### config.mk
export PLATFORM = sky130hd
export DESIGN_NAME = bmp_to_framebuffer_blitter_flat
export DESIGN_NICKNAME = d
export VERILOG_FILES = /design/src/rtl/core/btfb_pkg.sv /design/src/rtl/core/btfb_byte_if.sv /design/src/rtl/core/btfb_pix_if.sv /design/src/rtl/core/btfb_parser.sv /design/src/rtl/core/btfb_addr.sv /design/src/rtl/core/bmp_to_framebuffer_blitter.sv /design/src/flat_wrapper.sv
export SDC_FILE = /design/constraint.sdc
export NUM_CORES = 1
export LEC_CHECK = 0
export BUFFER_PORTS_ARGS = -buffer_cell sky130_fd_sc_hd__buf_2
export CELL_PAD_IN_SITES_DETAIL_PLACEMENT = 2
export CELL_PAD_IN_SITES_GLOBAL_PLACEMENT = 2
export CORE_MARGIN = 3
export CORE_UTILIZATION = 30
export DETAILED_ROUTE_END_ITERATION = 8
export PLACE_DENSITY = 0.64
export SLEW_MARGIN = 30
export SYNTH_ARGS = -nofsm -noshare
export SYNTH_HDL_FRONTEND = slang
export SYNTH_SLANG_ARGS = --single-unit
### constraint.sdc
create_clock -name i_clk -period 8.4 [get_ports i_clk]
set_input_delay 0.42 -clock i_clk [delete_from_list [all_inputs] [get_ports i_clk]]
set_output_delay 0.42 -clock i_clk [all_outputs]
set_load 0.01 [all_outputs]
### src/rtl/core/btfb_pkg.sv
// Shared types and constants for the BMP to framebuffer blitter.
package btfb_pkg;

    localparam int unsigned HEADER_BYTES = 54;
    localparam int unsigned WIDTH_POS    = 18;
    localparam int unsigned HEIGHT_POS   = 22;

    localparam int unsigned PADDR_W = 3;
    localparam logic [PADDR_W-1:0] ADDR_ORIGIN_ROW = 3'd0;
    localparam logic [PADDR_W-1:0] ADDR_ORIGIN_COL = 3'd4;

    typedef struct packed {
        logic [15:0] origin_row;
        logic [15:0] origin_col;
    } t_cfg;

    typedef struct packed {
        logic        valid;
        logic [31:0] row;
        logic [31:0] col;
        logic [23:0] word;
        logic        last;
    } t_pix;

endpackage

### src/rtl/core/btfb_byte_if.sv
// Byte stream channel carrying BMP file bytes.
interface btfb_byte_if;
    logic       valid;
    logic       ready;
    logic [7:0] data_byte;
    logic       file_start;

    modport source (output valid, output data_byte, output file_start, input ready);
    modport sink (input valid, input data_byte, input file_start, output ready);
endinterface

### src/rtl/core/btfb_pix_if.sv
// Framebuffer write channel carrying one pixel request.
interface btfb_pix_if;
    logic        valid;
    logic        ready;
    logic [31:0] frame_index;
    logic [23:0] pixel_word;
    logic        image_last;

    modport source (output valid, output frame_index, output pixel_word, output image_last,
                    input ready);
    modport sink (input valid, input frame_index, input pixel_word, input image_last,
                  output ready);
endinterface

### src/rtl/core/btfb_parser.sv
// Header capture, pixel assembly and row tracking for the BMP byte stream.
module btfb_parser (
    input  logic             i_clk,
    input  logic             i_rst_n,
    input  logic             i_fire,
    input  logic [7:0]       i_data_byte,
    input  logic             i_file_start,
    input  btfb_pkg::t_cfg   i_cfg,
    input  logic             i_adv,
    output btfb_pkg::t_pix   o_pix
);
    import btfb_pkg::*;

    logic [5:0]  r_header_pos, n_header_pos;
    logic [31:0] r_width, n_width;
    logic [31:0] r_height, n_height;
    logic [31:0] r_screen_row, n_screen_row;
    logic [31:0] r_rows_left, n_rows_left;
    logic [31:0] r_col_count, n_col_count;
    logic [1:0]  r_byte_in_pixel, n_byte_in_pixel;
    logic [7:0]  r_blue, n_blue;
    logic [7:0]  r_green, n_green;
    logic [1:0]  r_pad_left, n_pad_left;
    logic        r_active, n_active;
    logic        emit;
    logic        last;
    logic [31:0] col_inc;
    logic [31:0] rows_dec;
    logic [5:0]  pos_inc;
    logic        r_pix_valid;
    logic [31:0] r_pix_row;
    logic [31:0] r_pix_col;
    logic [23:0] r_pix_word;
    logic        r_pix_last;

    assign col_inc  = r_col_count + 32'd1;
    assign rows_dec = r_rows_left - 32'd1;

    always_comb begin
        n_header_pos    = r_header_pos;
        n_width         = r_width;
        n_height        = r_height;
        n_screen_row    = r_screen_row;
        n_rows_left     = r_rows_left;
        n_col_count     = r_col_count;
        n_byte_in_pixel = r_byte_in_pixel;
        n_blue          = r_blue;
        n_green         = r_green;
        n_pad_left      = r_pad_left;
        n_active        = r_active;
        emit            = 1'b0;
        last            = 1'b0;
        pos_inc         = 6'd0;
        if (i_file_start) begin
            n_active     = 1'b1;
            n_header_pos = 6'd0;
            n_width      = 32'd0;
            n_height     = 32'd0;
        end
        if (n_active) begin
            if (n_header_pos < 6'(HEADER_BYTES)) begin
                if (n_header_pos >= 6'(WIDTH_POS) && n_header_pos < 6'(WIDTH_POS + 4)) begin
                    n_width[8*(2'(n_header_pos - 6'(WIDTH_POS)))+:8] =
                        n_width[8*(2'(n_header_pos - 6'(WIDTH_POS)))+:8] | i_data_byte;
                end else if (n_header_pos >= 6'(HEIGHT_POS)
                             && n_header_pos < 6'(HEIGHT_POS + 4)) begin
                    n_height[8*(2'(n_header_pos - 6'(HEIGHT_POS)))+:8] =
                        n_height[8*(2'(n_header_pos - 6'(HEIGHT_POS)))+:8] | i_data_byte;
                end
                pos_inc      = n_header_pos + 6'd1;
                n_header_pos = pos_inc;
                if (pos_inc == 6'(HEADER_BYTES)) begin
                    n_screen_row    = {16'd0, i_cfg.origin_row} + n_height - 32'd1;
                    n_rows_left     = n_height;
                    n_col_count     = 32'd0;
                    n_byte_in_pixel = 2'd0;
                    n_pad_left      = 2'd0;
                    if (n_width == 32'd0 || n_height == 32'd0) begin
                        n_active = 1'b0;
                    end
                end
            end else if (r_pad_left != 2'd0) begin
                n_pad_left = r_pad_left - 2'd1;
            end else if (r_byte_in_pixel == 2'd0) begin
                n_blue          = i_data_byte;
                n_byte_in_pixel = 2'd1;
            end else if (r_byte_in_pixel == 2'd1) begin
                n_green         = i_data_byte;
                n_byte_in_pixel = 2'd2;
            end else begin
                emit            = 1'b1;
                n_byte_in_pixel = 2'd0;
                n_col_count     = col_inc;
                if (col_inc == r_width) begin
                    n_col_count  = 32'd0;
                    n_rows_left  = rows_dec;
                    n_screen_row = r_screen_row - 32'd1;
                    n_pad_left   = r_width[1:0];
                    if (rows_dec == 32'd0) begin
                        last       = 1'b1;
                        n_active   = 1'b0;
                        n_pad_left = 2'd0;
                    end
                end
            end
        end
    end

    always_ff @(posedge i_clk) begin
        if (!i_rst_n) begin
            r_header_pos    <= 6'd0;
            r_width         <= 32'd0;
            r_height        <= 32'd0;
            r_screen_row    <= 32'd0;
            r_rows_left     <= 32'd0;
            r_col_count     <= 32'd0;
            r_byte_in_pixel <= 2'd0;
            r_blue          <= 8'd0;
            r_green         <= 8'd0;
            r_pad_left      <= 2'd0;
            r_active        <= 1'b0;
            r_pix_valid     <= 1'b0;
        end else begin
            if (i_fire) begin
                r_header_pos    <= n_header_pos;
                r_width         <= n_width;
                r_height        <= n_height;
                r_screen_row    <= n_screen_row;
                r_rows_left     <= n_rows_left;
                r_col_count     <= n_col_count;
                r_byte_in_pixel <= n_byte_in_pixel;
                r_blue          <= n_blue;
                r_green         <= n_green;
                r_pad_left      <= n_pad_left;
                r_active        <= n_active;
                r_pix_valid     <= emit;
            end else if (i_adv) begin
                r_pix_valid <= 1'b0;
            end
        end
    end

    always_ff @(posedge i_clk) begin
        if (i_fire && emit) begin
            r_pix_row  <= r_screen_row;
            r_pix_col  <= {16'd0, i_cfg.origin_col} + r_col_count;
            r_pix_word <= {r_blue, r_green, i_data_byte};
            r_pix_last <= last;
        end
    end

    assign o_pix = {r_pix_valid, r_pix_row, r_pix_col, r_pix_word, r_pix_last};
endmodule

### src/rtl/core/btfb_addr.sv
// Framebuffer index computation and output register for pixel requests.
module btfb_addr #(
    parameter int unsigned SCREEN_WIDTH = 640
) (
    input  logic           i_clk,
    input  logic           i_rst_n,
    input  btfb_pkg::t_pix i_pix,
    output logic           o_adv,
    output logic           o_valid,
    input  logic           i_ready,
    output logic [31:0]    o_frame_index,
    output logic [23:0]    o_pixel_word,
    output logic           o_image_last
);
    import btfb_pkg::*;

    logic        r_valid;
    logic [31:0] r_index;
    logic [23:0] r_word;
    logic        r_last;
    logic [31:0] row_base;

    assign o_adv    = i_pix.valid && (!r_valid || i_ready);
    assign row_base = i_pix.row * 32'(SCREEN_WIDTH);

    always_ff @(posedge i_clk) begin
        if (!i_rst_n) begin
            r_valid <= 1'b0;
        end else if (o_adv) begin
            r_valid <= 1'b1;
        end else if (i_ready) begin
            r_valid <= 1'b0;
        end
    end

    always_ff @(posedge i_clk) begin
        if (o_adv) begin
            r_index <= row_base + i_pix.col;
            r_word  <= i_pix.word;
            r_last  <= i_pix.last;
        end
    end

    assign o_valid       = r_valid;
    assign o_frame_index = r_index;
    assign o_pixel_word  = r_word;
    assign o_image_last  = r_last;
endmodule

### src/rtl/core/bmp_to_framebuffer_blitter.sv
// Top level of the BMP to framebuffer blitter with its configuration registers.
// The block takes one byte of a 24-bit BMP file per cycle and turns every third
// pixel byte into a framebuffer write request; a byte flagged as file start
// restarts parsing. On the red byte of a pixel its request is registered after
// the parser and again after the index multiply by SCREEN_WIDTH. Throughput is
// one byte per cycle, held back only by stalls on the write channel. origin_row
// is sampled when the 54-byte header ends and origin_col at each pixel, so both
// should be written while no file is in flight.
module bmp_to_framebuffer_blitter #(
    parameter int unsigned SCREEN_WIDTH = 640
) (
    input  logic                           i_clk,
    input  logic                           i_rst_n,
    btfb_byte_if.sink                      i_byte,
    btfb_pix_if.source                     o_pix,
    input  logic                           psel,
    input  logic                           penable,
    input  logic                           pwrite,
    input  logic [btfb_pkg::PADDR_W-1:0]   paddr,
    input  logic [31:0]                    pwdata,
    output logic [31:0]                    prdata,
    output logic                           pready
);
    import btfb_pkg::*;

    t_cfg r_cfg;
    t_pix pix;
    logic in_fire;
    logic adv;

    assign pready = 1'b1;

    always_ff @(posedge i_clk) begin
        if (!i_rst_n) begin
            r_cfg <= '0;
        end else if (psel && penable && pwrite) begin
            unique case ({paddr[2], 2'b00})
                ADDR_ORIGIN_ROW: r_cfg.origin_row <= pwdata[15:0];
                ADDR_ORIGIN_COL: r_cfg.origin_col <= pwdata[15:0];
                default: ;
            endcase
        end
    end

    always_comb begin
        unique case ({paddr[2], 2'b00})
            ADDR_ORIGIN_ROW: prdata = {16'd0, r_cfg.origin_row};
            ADDR_ORIGIN_COL: prdata = {16'd0, r_cfg.origin_col};
            default:         prdata = 32'd0;
        endcase
    end

    assign i_byte.ready = !pix.valid || adv;
    assign in_fire      = i_byte.valid && i_byte.ready;

    btfb_parser u_parser (
        .i_clk        (i_clk),
        .i_rst_n      (i_rst_n),
        .i_fire       (in_fire),
        .i_data_byte  (i_byte.data_byte),
        .i_file_start (i_byte.file_start),
        .i_cfg        (r_cfg),
        .i_adv        (adv),
        .o_pix        (pix)
    );

    btfb_addr #(
        .SCREEN_WIDTH (SCREEN_WIDTH)
    ) u_addr (
        .i_clk         (i_clk),
        .i_rst_n       (i_rst_n),
        .i_pix         (pix),
        .o_adv         (adv),
        .o_valid       (o_pix.valid),
        .i_ready       (o_pix.ready),
        .o_frame_index (o_pix.frame_index),
        .o_pixel_word  (o_pix.pixel_word),
        .o_image_last  (o_pix.image_last)
    );
endmodule
### src/flat_wrapper.sv
// flat-port wrapper written by rule: the top's interface ports become plain ports
module bmp_to_framebuffer_blitter_flat import btfb_pkg::*;
#(
    parameter int unsigned SCREEN_WIDTH = 640
)
  (i_clk, i_rst_n, psel, penable, pwrite, paddr, pwdata, prdata, pready, i_byte_valid, i_byte_data_byte, i_byte_file_start, i_byte_ready, o_pix_valid, o_pix_frame_index, o_pix_pixel_word, o_pix_image_last, o_pix_ready);
  btfb_byte_if i_byte_i ();
  btfb_pix_if o_pix_i ();
  input  logic i_clk;
  input  logic i_rst_n;
  input  logic psel;
  input  logic penable;
  input  logic pwrite;
  input  logic [btfb_pkg::PADDR_W-1:0] paddr;
  input  logic [31:0] pwdata;
  output logic [31:0] prdata;
  output logic pready;
  input wire logic [$bits(i_byte_i.valid)-1:0] i_byte_valid;
  input wire logic [$bits(i_byte_i.data_byte)-1:0] i_byte_data_byte;
  input wire logic [$bits(i_byte_i.file_start)-1:0] i_byte_file_start;
  output wire logic [$bits(i_byte_i.ready)-1:0] i_byte_ready;
  output wire logic [$bits(o_pix_i.valid)-1:0] o_pix_valid;
  output wire logic [$bits(o_pix_i.frame_index)-1:0] o_pix_frame_index;
  output wire logic [$bits(o_pix_i.pixel_word)-1:0] o_pix_pixel_word;
  output wire logic [$bits(o_pix_i.image_last)-1:0] o_pix_image_last;
  input wire logic [$bits(o_pix_i.ready)-1:0] o_pix_ready;
  assign i_byte_i.valid = i_byte_valid;
  assign i_byte_i.data_byte = i_byte_data_byte;
  assign i_byte_i.file_start = i_byte_file_start;
  assign i_byte_ready = i_byte_i.ready;
  assign o_pix_valid = o_pix_i.valid;
  assign o_pix_frame_index = o_pix_i.frame_index;
  assign o_pix_pixel_word = o_pix_i.pixel_word;
  assign o_pix_image_last = o_pix_i.image_last;
  assign o_pix_i.ready = o_pix_ready;
  bmp_to_framebuffer_blitter #(.SCREEN_WIDTH(SCREEN_WIDTH)) u_core (.i_clk(i_clk), .i_rst_n(i_rst_n), .i_byte(i_byte_i), .o_pix(o_pix_i), .psel(psel), .penable(penable), .pwrite(pwrite), .paddr(paddr), .pwdata(pwdata), .prdata(prdata), .pready(pready));
endmodule
==> results summary, run 1 <==
The startpoint identified for the worst hold timing path is pwdata[5]. The total routed wirelength came out at roughly 83000 um. The number of antenna violations at the first check in global routing is 1. The starting DRC count in detailed routing is 1045.

In this run the worst setup path begins at u_core.u_parser.r_header_pos[1]$_SDFFE_PN0P_. The average size of a mapped cell is between 8 and 9 um^2. The number of enable-type register cells in the synthesized netlist came out at 139. The post-placement cell area came out at between 0.02 and 0.025 mm^2. By startpoint and endpoint, the worst setup path is classified as reg -> reg. From synthesis to final layout, the design area changed by 13.9%. The proportion of netlist area held by the largest area contributor came out at 19.7%. The maximum vdd drop is ~130 uV. The row count is 98.

Power spread over the standard cell area amounts to around 170 mW/mm^2. The number of hold-slack violations in the final timing report is 0. The total negative setup slack is 0 ns. For the pin with the worst max-slew slack, the measured transition is between 0.9 and 1 ns. The depth of the CTS H-tree came out at 2. After synthesis, flip-flops and latches occupy about 39% of the total area. After clock tree synthesis, the clock-pin slew on the worst setup and hold paths is ~0.060 ns. The maximum fanout count along the critical path is 20. The arrival time of the worst setup path is roughly 7 ns. The final critical delay including setup and external delays is about 6.6 ns. After clock tree synthesis, the setup repair step added 0 buffers. The setup slack at placement is approximately 1.8 ns. The element type at the critical path end is a flop. The setup slack after layout came out at 1.80 ns. The number of register bits inferred by synthesis is about 350. TritonCTS built the clock tree. The pin count of the biggest net entering global routing is 96. The clock arrives with between 0.03 and 0.04 ns of skew. The number of top-level pins is 143. The total overflow left after global routing is 0. Setup repair after global routing left no endpoint under its margin.

The number of maximum-capacitance violations came out at 0. The remaining routing DRC violations is 0. Leaving out fill and tap cells, the most frequent cell in the layout is sky130_fd_sc_hd__nor2_1. STA classifies the critical path startpoint as a flop. The share of the clock period used by the worst path came out at roughly four fifths. The most used flip-flop cell after synthesis is sky130_fd_sc_hd__dfxtp_1. From left edge to right edge, the die measures about 280 um. The clock insertion delay at the later pin of the skew report came out at around 0.6 ns. The total track usage is between 20% and 30%. The detail route stage leaves a number of antenna-violating nets equal to 0. The wire length of the first global-routing pass is between 100000 and 150000 um. Dividing the detail-routed wire length by the instance count gives roughly 24 um. In the layout the commonest cells are sky130_fd_sc_hd__nor2_1 (241), sky130_fd_sc_hd__a21oi_1 (218), sky130_fd_sc_hd__dfxtp_1 (214).

The via count of the first global-routing pass is between 20000 and 25000. The number of detailed-route iterations in the first pass came out at 5. The routability congestion estimate came out at 0.861. Buffers inserted during clock tree synthesis total between 40 and 50. The final number of setup-violating endpoints is 0. The half-perimeter wire length after placement came out at ~62000 um.

The number of gates given a new drive strength after cts is 0. CTS saw between 300 and 400 sinks. The post-route cell area came out at roughly 0.025 mm^2. Of all cell types, the one taking the most synthesized area is sky130_fd_sc_hd__dfxtp_1.

The number of standard cells in the final layout excluding fillers came out at between 3000 and 4000. The min-delay analysis places its worst path in the category in -> reg. Final hold analysis gives a worst-case slack of between 0.06 and 0.07 ns. The final net count is 2722. After floorplanning, the core was sized to cover about 0.072 mm^2.

The count of vias placed by the detailed router is about 19000. In the routed layout, each cell is associated on average with a via count of 5.50. Sorting the synthesized cells by area gives the leading types as sky130_fd_sc_hd__dfxtp_1 (20%), sky130_fd_sc_hd__edfxtp_1 (19%), sky130_fd_sc_hd__ha_1 (7.7%). The hold buffer count at cts is 0. The count of buffers from port buffering came out at roughly 110. The worst slew slack as a fraction of its limit is 35.4%. The share of post-route cells with drive strength above 1 came out at 11.4%. The clock tree root buffer cell is sky130_fd_sc_hd__clkbuf_16. The run finished with clean final reports. The startpoint identified for the worst register-to-register timing path is u_core.u_parser.r_header_pos[1]$_SDFFE_PN0P_. The floorplan die area came out at roughly 0.076 mm^2.

The number of max-slew violations in the final report came to 0. In this run the static leakage power is between 10 and 15 nW. Counting distinct cell types in the post-synthesis netlist gives 96.

The maximum root-to-sink buffer count came out at 3. The share of async-settable or async-resettable flops after synthesis came out at 0%. The effective utilization at floorplan is between 30% and 40%.

The filler cell count in the final layout is a little over 8000. The post-synth design cell area came out at 0.0218 mm^2. The vertical extent of the die came out at 275 um. The maximum clock frequency came out at 152 MHz. The number of cells produced by synthesis is roughly 2500.

The number of antenna diodes in the final layout is 0. Data on the critical path is required at its endpoint by about 8.9 ns. The instance count after placement with tap cells included is 3435. The number of warnings reported in the yosys synthesis log came out at 0.
[sequential cells by signal, indices dropped and copies added, names as in the netlist, 2 cells and up]
name and flops:
u_core.u_parser.r_header_pos 6, u_core.u_parser.r_pad_left 2, u_core.u_parser.r_col_count 32, u_core.u_parser.r_blue 8
u_core.u_parser.r_rows_left 32, u_core.u_parser.r_width 32, u_core.u_addr.o_pixel_word 24, u_core.u_addr.o_frame_index 32
u_core.u_parser.r_pix_col 32, u_core.u_parser.r_green 8, u_core.u_parser.r_screen_row 25, u_core.u_parser.r_height 32
u_core.u_parser.r_pix_word 24, u_core.u_parser.r_pix_row 25, u_core.r_cfg 32, u_core.u_parser.r_byte_in_pixel 2
[Yosys cell counts (all sizes together) (60+ instances only)]
| library cell | instances |
|---|---|
| buf | 60 |
| nand2 | 193 |
| nor3 | 75 |
| edfxtp | 139 |
| dfxtp | 214 |
| a22oi | 67 |
| a21oi | 219 |
| inv | 106 |
| ha | 134 |
| clkbuf | 87 |
| xnor2 | 92 |
| nor2 | 249 |
| o21ai | 174 |
[final cells by class]
type | count | area [um^2] | area share [%]
inverters | 107 | 407 | 1.64
clock inverters | 25 | 330 | 1.33
well taps | 950 | 1190 | 4.80
clock buffers | 61 | 1270 | 5.12
flip-flops and latches | 353 | 8460 | 34.1
multi-input cells | 1883 | 12300 | 49.7
repair buffers | 142 | 805 | 3.25
[critical path, stage by stage, from the launching register on]
cell,delay (ns)
sky130_fd_sc_hd__dfxtp_1,0.94
sky130_fd_sc_hd__nor2b_1,0.78
sky130_fd_sc_hd__ha_1,0.44
sky130_fd_sc_hd__and3_1,0.31
sky130_fd_sc_hd__a22oi_1,0.67
sky130_fd_sc_hd__ha_1,0.28
sky130_fd_sc_hd__inv_1,0.05
sky130_fd_sc_hd__ha_1,0.22
sky130_fd_sc_hd__fa_1,0.43
sky130_fd_sc_hd__a211oi_1,0.28
sky130_fd_sc_hd__o21bai_1,0.15
sky130_fd_sc_hd__a211oi_1,0.31
sky130_fd_sc_hd__o21ai_0,0.18
sky130_fd_sc_hd__a41oi_1,0.47
sky130_fd_sc_hd__o21ai_0,0.22
sky130_fd_sc_hd__a2111oi_0,0.54
sky130_fd_sc_hd__o21bai_1,0.11
sky130_fd_sc_hd__a21oi_1,0.12
[logic make-up (layout without fill, tap and decap cells)]
logic type	after synthesis	in the layout	synth area share [%]
muxes	45	45	2.21
adders and majority gates	138	138	8.08
other	2	17	0.0345
DFF	353	353	38.9
xor gates and xnor gates	141	141	5.68
buffers and inverters	254	335	5.01
and+or+nand+nor	815	815	18.9
AOI/OAI and AO/OA	727	727	21.2
[routing by layer]
metal,vias to the layer above,global-route usage (%),part of all wire [%],wire length [um]
met5,-,0,0,0
met4,0,8.62,4.2,3480
met3,128,3.03,3.6,3030
met2,359,37.7,48,40100
met1,9728,27.2,44,36700
li1,9165,-,-,-
[worst paths after layout]
| check | end | cells past startpoint | slack, ns |
|---|---|---|---|
| hold / removal | u_core.r_cfg[21]$_SDFFE_PN0P_ | 3 | 0.07 |
| setup / recovery | u_core.u_parser.r_screen_row[23]$_SDFFE_PN0P_ | 17 | 1.80 |
| hold reg to reg | u_core.u_addr.o_image_last$_DFFE_PP_ | 0 | 0.42 |
| setup reg to reg | u_core.u_parser.r_screen_row[23]$_SDFFE_PN0P_ | 17 | 1.80 |
[metrics by stage]
| stage | power, mW | utilization, % |
|---|---|---|
| floorplan | 2.07 | - |
| global route | 4.42 | 34.6 |
| detailed placement | 2.19 | 32.4 |
| global placement | 2.17 | 32.3 |
| finish | 4.25 | 34.6 |
| CTS | 4.31 | 34.6 |
[report_power, final]
| part | switching (mW) | leakage (nW) | internal (mW) |
|---|---|---|---|
| clock | 0.839 | 0.787 | 1.26 |
| sequential | 0.0151 | 3.18 | 1.78 |
| combinational | 0.227 | 6.05 | 0.125 |
Power figures use the tool's default switching activity.
==> run 2: changes to the inputs <==
--- a/config.mk
+++ b/config.mk
@@ -5,13 +5,14 @@
 export SDC_FILE = /design/constraint.sdc
 export NUM_CORES = 1
 export LEC_CHECK = 0
+export ABC_AREA = 1
 export BUFFER_PORTS_ARGS = -buffer_cell sky130_fd_sc_hd__buf_2
 export CELL_PAD_IN_SITES_DETAIL_PLACEMENT = 2
 export CELL_PAD_IN_SITES_GLOBAL_PLACEMENT = 2
 export CORE_MARGIN = 3
 export CORE_UTILIZATION = 30
 export DETAILED_ROUTE_END_ITERATION = 8
-export PLACE_DENSITY = 0.64
+export PLACE_DENSITY = 0.69
 export SLEW_MARGIN = 30
 export SYNTH_ARGS = -nofsm -noshare
 export SYNTH_HDL_FRONTEND = slang
==> constraint.sdc (replaced) <==
create_clock -name i_clk -period 6.3 [get_ports i_clk]
set_input_delay 0.315 -clock i_clk [delete_from_list [all_inputs] [get_ports i_clk]]
set_output_delay 0.315 -clock i_clk [all_outputs]
set_load 0.01 [all_outputs]
==> results summary, run 2 <==
The final net count is 3892 (was 2722). The worst reg-to-reg setup slack is 1.29 ns (was 1.80 ns). The endpoint of the worst-slack reg-to-reg timing path is u_core.u_parser.r_screen_row[13]$_SDFFE_PN0P_ (was u_core.u_parser.r_screen_row[23]$_SDFFE_PN0P_).

The most common cell after layout, fill and taps aside is sky130_fd_sc_hd__nand2_1 (was sky130_fd_sc_hd__nor2_1). The launching point of the worst reg2reg path is u_core.u_parser.r_header_pos[1]$_SDFFE_PN0P_ (unchanged). The share of synthesized area occupied by flip-flops and latches came out at 34.5% (was 38.9%).

The half-perimeter wire length after placement is 80400 um (was 62300 um). The floorplan die area is 0.0852 mm^2 (was 0.0758 mm^2). The startpoint of the tightest hold check path is pwdata[1] (was pwdata[5]). The number of cells produced by synthesis came to 3624 (was 2475). The share of async-settable or async-resettable flops after synthesis was 0% (unchanged). The most used flip-flop cell after synthesis is sky130_fd_sc_hd__dfxtp_1 (unchanged). The number of antenna violations at the first check in global routing is 4 (was 1). The endpoint of the worst hold path is u_core.r_cfg[17]$_SDFFE_PN0P_ (was u_core.r_cfg[21]$_SDFFE_PN0P_). The total routed wirelength was 105000 um (was 83300 um). The via count of the first global-routing pass came to 26100 (was 20600).

Top library cells by usage in the layout, fill and taps aside: sky130_fd_sc_hd__nand2_1 (970), sky130_fd_sc_hd__nor2_1 (459), sky130_fd_sc_hd__inv_1 (389) (was sky130_fd_sc_hd__nor2_1 (241), sky130_fd_sc_hd__a21oi_1 (218), sky130_fd_sc_hd__dfxtp_1 (214)). The post-CTS repair timing setup buffer count is 0 (unchanged). The number of sinks on the clock net came out at 353 (unchanged).

The kind of launch point of the worst setup path is a flop (unchanged). Top cells by area, synth: sky130_fd_sc_hd__dfxtp_1 (17%), sky130_fd_sc_hd__edfxtp_1 (17%), sky130_fd_sc_hd__nand2_1 (15%) (was sky130_fd_sc_hd__dfxtp_1 (20%), sky130_fd_sc_hd__edfxtp_1 (19%), sky130_fd_sc_hd__ha_1 (7.7%)). The worst endpoint required time is 6.78 ns (was 8.91 ns). The total negative setup slack is 0 ns (unchanged). The number of warnings reported in the yosys synthesis log was 0 (unchanged). The number of hold-slack violations in the final timing report came out at 0 (unchanged). The worst clock skew is 0.0308 ns (was 0.0302 ns). The count of buffers from port buffering is 107 (unchanged). The pin count of the biggest net entering global routing is 81 (was 96). The clock insertion delay at the later pin of the skew report is 0.62 ns (was 0.60 ns).

The floorplan core area is 0.0807 mm^2 (was 0.0716 mm^2). The area overhead of the layout relative to synthesis is 14.4% (was 13.9%). The worst min-delay path class is in -> reg (unchanged). The total leakage power is 13.1 nW (was 10.0 nW). The average wire per standard cell came out at 21.9 um (was 23.7 um). The worst slew slack as a fraction of its limit is 28.5% (was 35.4%).

The maximum vdd drop came out at 166 uV (was 128 uV). Run status: finished, final reports clean (unchanged). The number of detailed-route iterations in the first pass is 5 (unchanged). The remaining routing DRC violations came out at 0 (unchanged).

The depth of the CTS H-tree came out at 2 (unchanged). The via count normalized by instance count is 5.14 (was 5.50). The share of the clock period used by the worst path came out at 79.6% (was 78.5%). The post-synthesis cell type count came out at 50 (was 96). The clock tree root buffer cell is sky130_fd_sc_hd__clkbuf_16 (unchanged).

The number of top-level pins came out at 143 (unchanged). The most repeated cell in the gate-level netlist after synthesis is sky130_fd_sc_hd__nand2_1 (was sky130_fd_sc_hd__nor2_1). The maximum clock frequency was 200 MHz (was 152 MHz). The total grt overflow is 0 (unchanged). The smallest hold slack is 0.0469 ns (was 0.0698 ns). The starting DRC count in detailed routing came out at 1282 (was 1045).

The post-synth design cell area is 0.0245 mm^2 (was 0.0218 mm^2). The number of enable-type register cells in the synthesized netlist is 139 (unchanged). The proportion of netlist area held by the largest area contributor came to 17.5% (was 19.7%). The leading area contributor after synthesis is sky130_fd_sc_hd__dfxtp_1 (unchanged). The power density of the placed cells came out at 225 mW/mm^2 (was 171 mW/mm^2).

The number of clock buffers inserted by TritonCTS is 47 (was 46). The slew at the pin closest to its max-slew limit is 1.06 ns (was 0.956 ns). Synth top cells by count: sky130_fd_sc_hd__nand2_1 (972), sky130_fd_sc_hd__nor2_1 (460), sky130_fd_sc_hd__inv_1 (392) (was sky130_fd_sc_hd__nor2_1 (246), sky130_fd_sc_hd__a21oi_1 (219), sky130_fd_sc_hd__dfxtp_1 (214)). The maximum root-to-sink buffer count came to 3 (unchanged).

The final critical delay including setup and external delays came out at 5.01 ns (was 6.60 ns). RSZ-0062 raised after global routing: false (unchanged). The row count is 104 (was 98). The count of vias placed by the detailed router came out at 24700 (was 19400).

The maximum fanout count along the critical path came out at 8 (was 20). The wire length of the first global-routing pass was 161000 um (was 127000 um). The element type at the critical path end was a flop (unchanged). The number of register bits inferred by synthesis is 353 (unchanged). The routability congestion estimate is 0.871 (was 0.861). The clock-pin slew on the worst setup and hold paths was 0.07 ns (was 0.06 ns). The number of gates given a new drive strength after cts came out at 0 (unchanged).

The width of the chip is 292 um (was 275 um). The total track usage came out at 24.4% (was 21.8%). The instance count along the most critical hold path came out at 3 (unchanged). The number of max-slew violations in the final report is 0 (unchanged). The hold buffer count at cts was 18 (was 0). The clock tree from TritonCTS is built (unchanged). The vertical extent of the die came to 292 um (was 275 um).

The number of maximum-capacitance violations came to 0 (unchanged). The effective utilization at floorplan was 30.4% (about the same). The cell depth of the worst flop-to-flop path is 25 (was 17). The arrival time of the worst setup path came to 5.50 ns (was 7.11 ns).

The final number of setup-violating endpoints is 0 (unchanged). The path type of the worst setup path is reg -> reg (unchanged). The filler cell count in the final layout is 9812 (was 8056). The share of post-route cells with drive strength above 1 is 7.91% (was 11.4%). The average size of a mapped cell is 6.76 um^2 (was 8.79 um^2). The number of routed nets with antenna violations is 0 (unchanged).
-- run 2: cell families after synthesis --
| kind of cell | after synthesis | share of synthesized area [%] |
|---|---|---|
| buf+inv | 556 | 9.12 |
| other cells | 2 | 0.0306 |
| fa+ha+maj | 138 | 7.17 |
| flops | 353 | 34.5 |
| xor+xnor | 117 | 4.24 |
| compound gates | 632 | 13.9 |
| simple gates | 1826 | 31.0 |
-- run 2: layer usage --
layer / vias up / routed length (um) / GRT usage, %
met5: - / 0 / 0
met4: 0 / 1880 / 4.60
met1: 12300 / 50400 / 33.2
met3: 102 / 2840 / 2.40
li1: 12000 / - / -
met2: 326 / 50300 / 42.3
-- run 2: final cells by class --
class,instances,area [um^2],area share (%)
diodes,3,7.51,0.0268
clock inverters,26,427,1.52
repair buffers,169,1060,3.80
multi-input cells,2730,13900,49.6
well taps,1060,1330,4.73
inverters,402,1510,5.39
flip-flops and latches,353,8460,30.2
clock buffers,60,1330,4.73
-- run 2: metrics by stage --
stage | cell area (um^2) | power (mW) | util [%] | std cells | worst slack [ns]
6_report | 28000 | 6.30 | 34.8 | 4803 | 1.29
5_1_grt | 28000 | 6.57 | 34.8 | 4800 | 0.745
4_1_cts | 28000 | 6.38 | 34.7 | 4800 | 1.26
3_5_place_dp | 26100 | 3.24 | 32.3 | 4696 | 0.966
3_3_place_gp | 26100 | 3.22 | 32.3 | 4696 | 1.08
2_1_floorplan | 24600 | 2.96 | - | 3639 | 1.40
-- run 2: worst max-delay path, cell delays in order (launching register included) --
cell	delay [ns]
sky130_fd_sc_hd__dfxtp_1	0.57
sky130_fd_sc_hd__inv_2	0.11
sky130_fd_sc_hd__nor2_4	0.15
sky130_fd_sc_hd__ha_1	0.19
sky130_fd_sc_hd__clkinv_1	0.09
sky130_fd_sc_hd__nor3_2	0.54
sky130_fd_sc_hd__nand3_1	0.17
sky130_fd_sc_hd__o21ai_1	0.16
sky130_fd_sc_hd__inv_1	0.12
sky130_fd_sc_hd__ha_1	0.29
sky130_fd_sc_hd__inv_1	0.04
sky130_fd_sc_hd__ha_1	0.28
sky130_fd_sc_hd__fa_1	0.45
sky130_fd_sc_hd__nand3_1	0.10
sky130_fd_sc_hd__nand2_1	0.08
sky130_fd_sc_hd__inv_1	0.07
sky130_fd_sc_hd__nor2_1	0.04
sky130_fd_sc_hd__nor2_1	0.13
sky130_fd_sc_hd__o21bai_1	0.12
sky130_fd_sc_hd__a21oi_1	0.26
sky130_fd_sc_hd__o21ai_0	0.20
sky130_fd_sc_hd__or2_2	0.31
sky130_fd_sc_hd__a21oi_1	0.15
sky130_fd_sc_hd__nand3_1	0.09
sky130_fd_sc_hd__nand2_1	0.09
sky130_fd_sc_hd__nor2_1	0.05
-- run 2: worst max path at each step --
stage | cells past startpoint | to | slack [ns] | start
final | 25 | u_core.u_parser.r_screen_row[13]$_SDFFE_PN0P_ | 1.29 | u_core.u_parser.r_header_pos[1]$_SDFFE_PN0P_
after floorplan | 28 | u_core.u_parser.r_screen_row[13]$_SDFFE_PN0P_ | 1.40 | u_core.u_parser.r_header_pos[0]$_SDFFE_PN0P_
after global placement | 27 | u_core.u_parser.r_screen_row[13]$_SDFFE_PN0P_ | 1.08 | i_byte_file_start
after CTS | 25 | u_core.u_parser.r_screen_row[13]$_SDFFE_PN0P_ | 1.26 | u_core.u_parser.r_header_pos[1]$_SDFFE_PN0P_
after detailed placement | 27 | u_core.u_parser.r_screen_row[13]$_SDFFE_PN0P_ | 0.97 | i_byte_file_start
after global routing | 25 | u_core.u_parser.r_screen_row[13]$_SDFFE_PN0P_ | 0.74 | u_core.u_parser.r_header_pos[1]$_SDFFE_PN0P_
-- run 2: power by group --
| group | switching, mW | total, mW | internal [mW] |
|---|---|---|---|
| combinational | 0.546 | 0.777 | 0.232 |
| clock | 1.16 | 3.10 | 1.94 |
| sequential | 0.0351 | 2.42 | 2.39 |
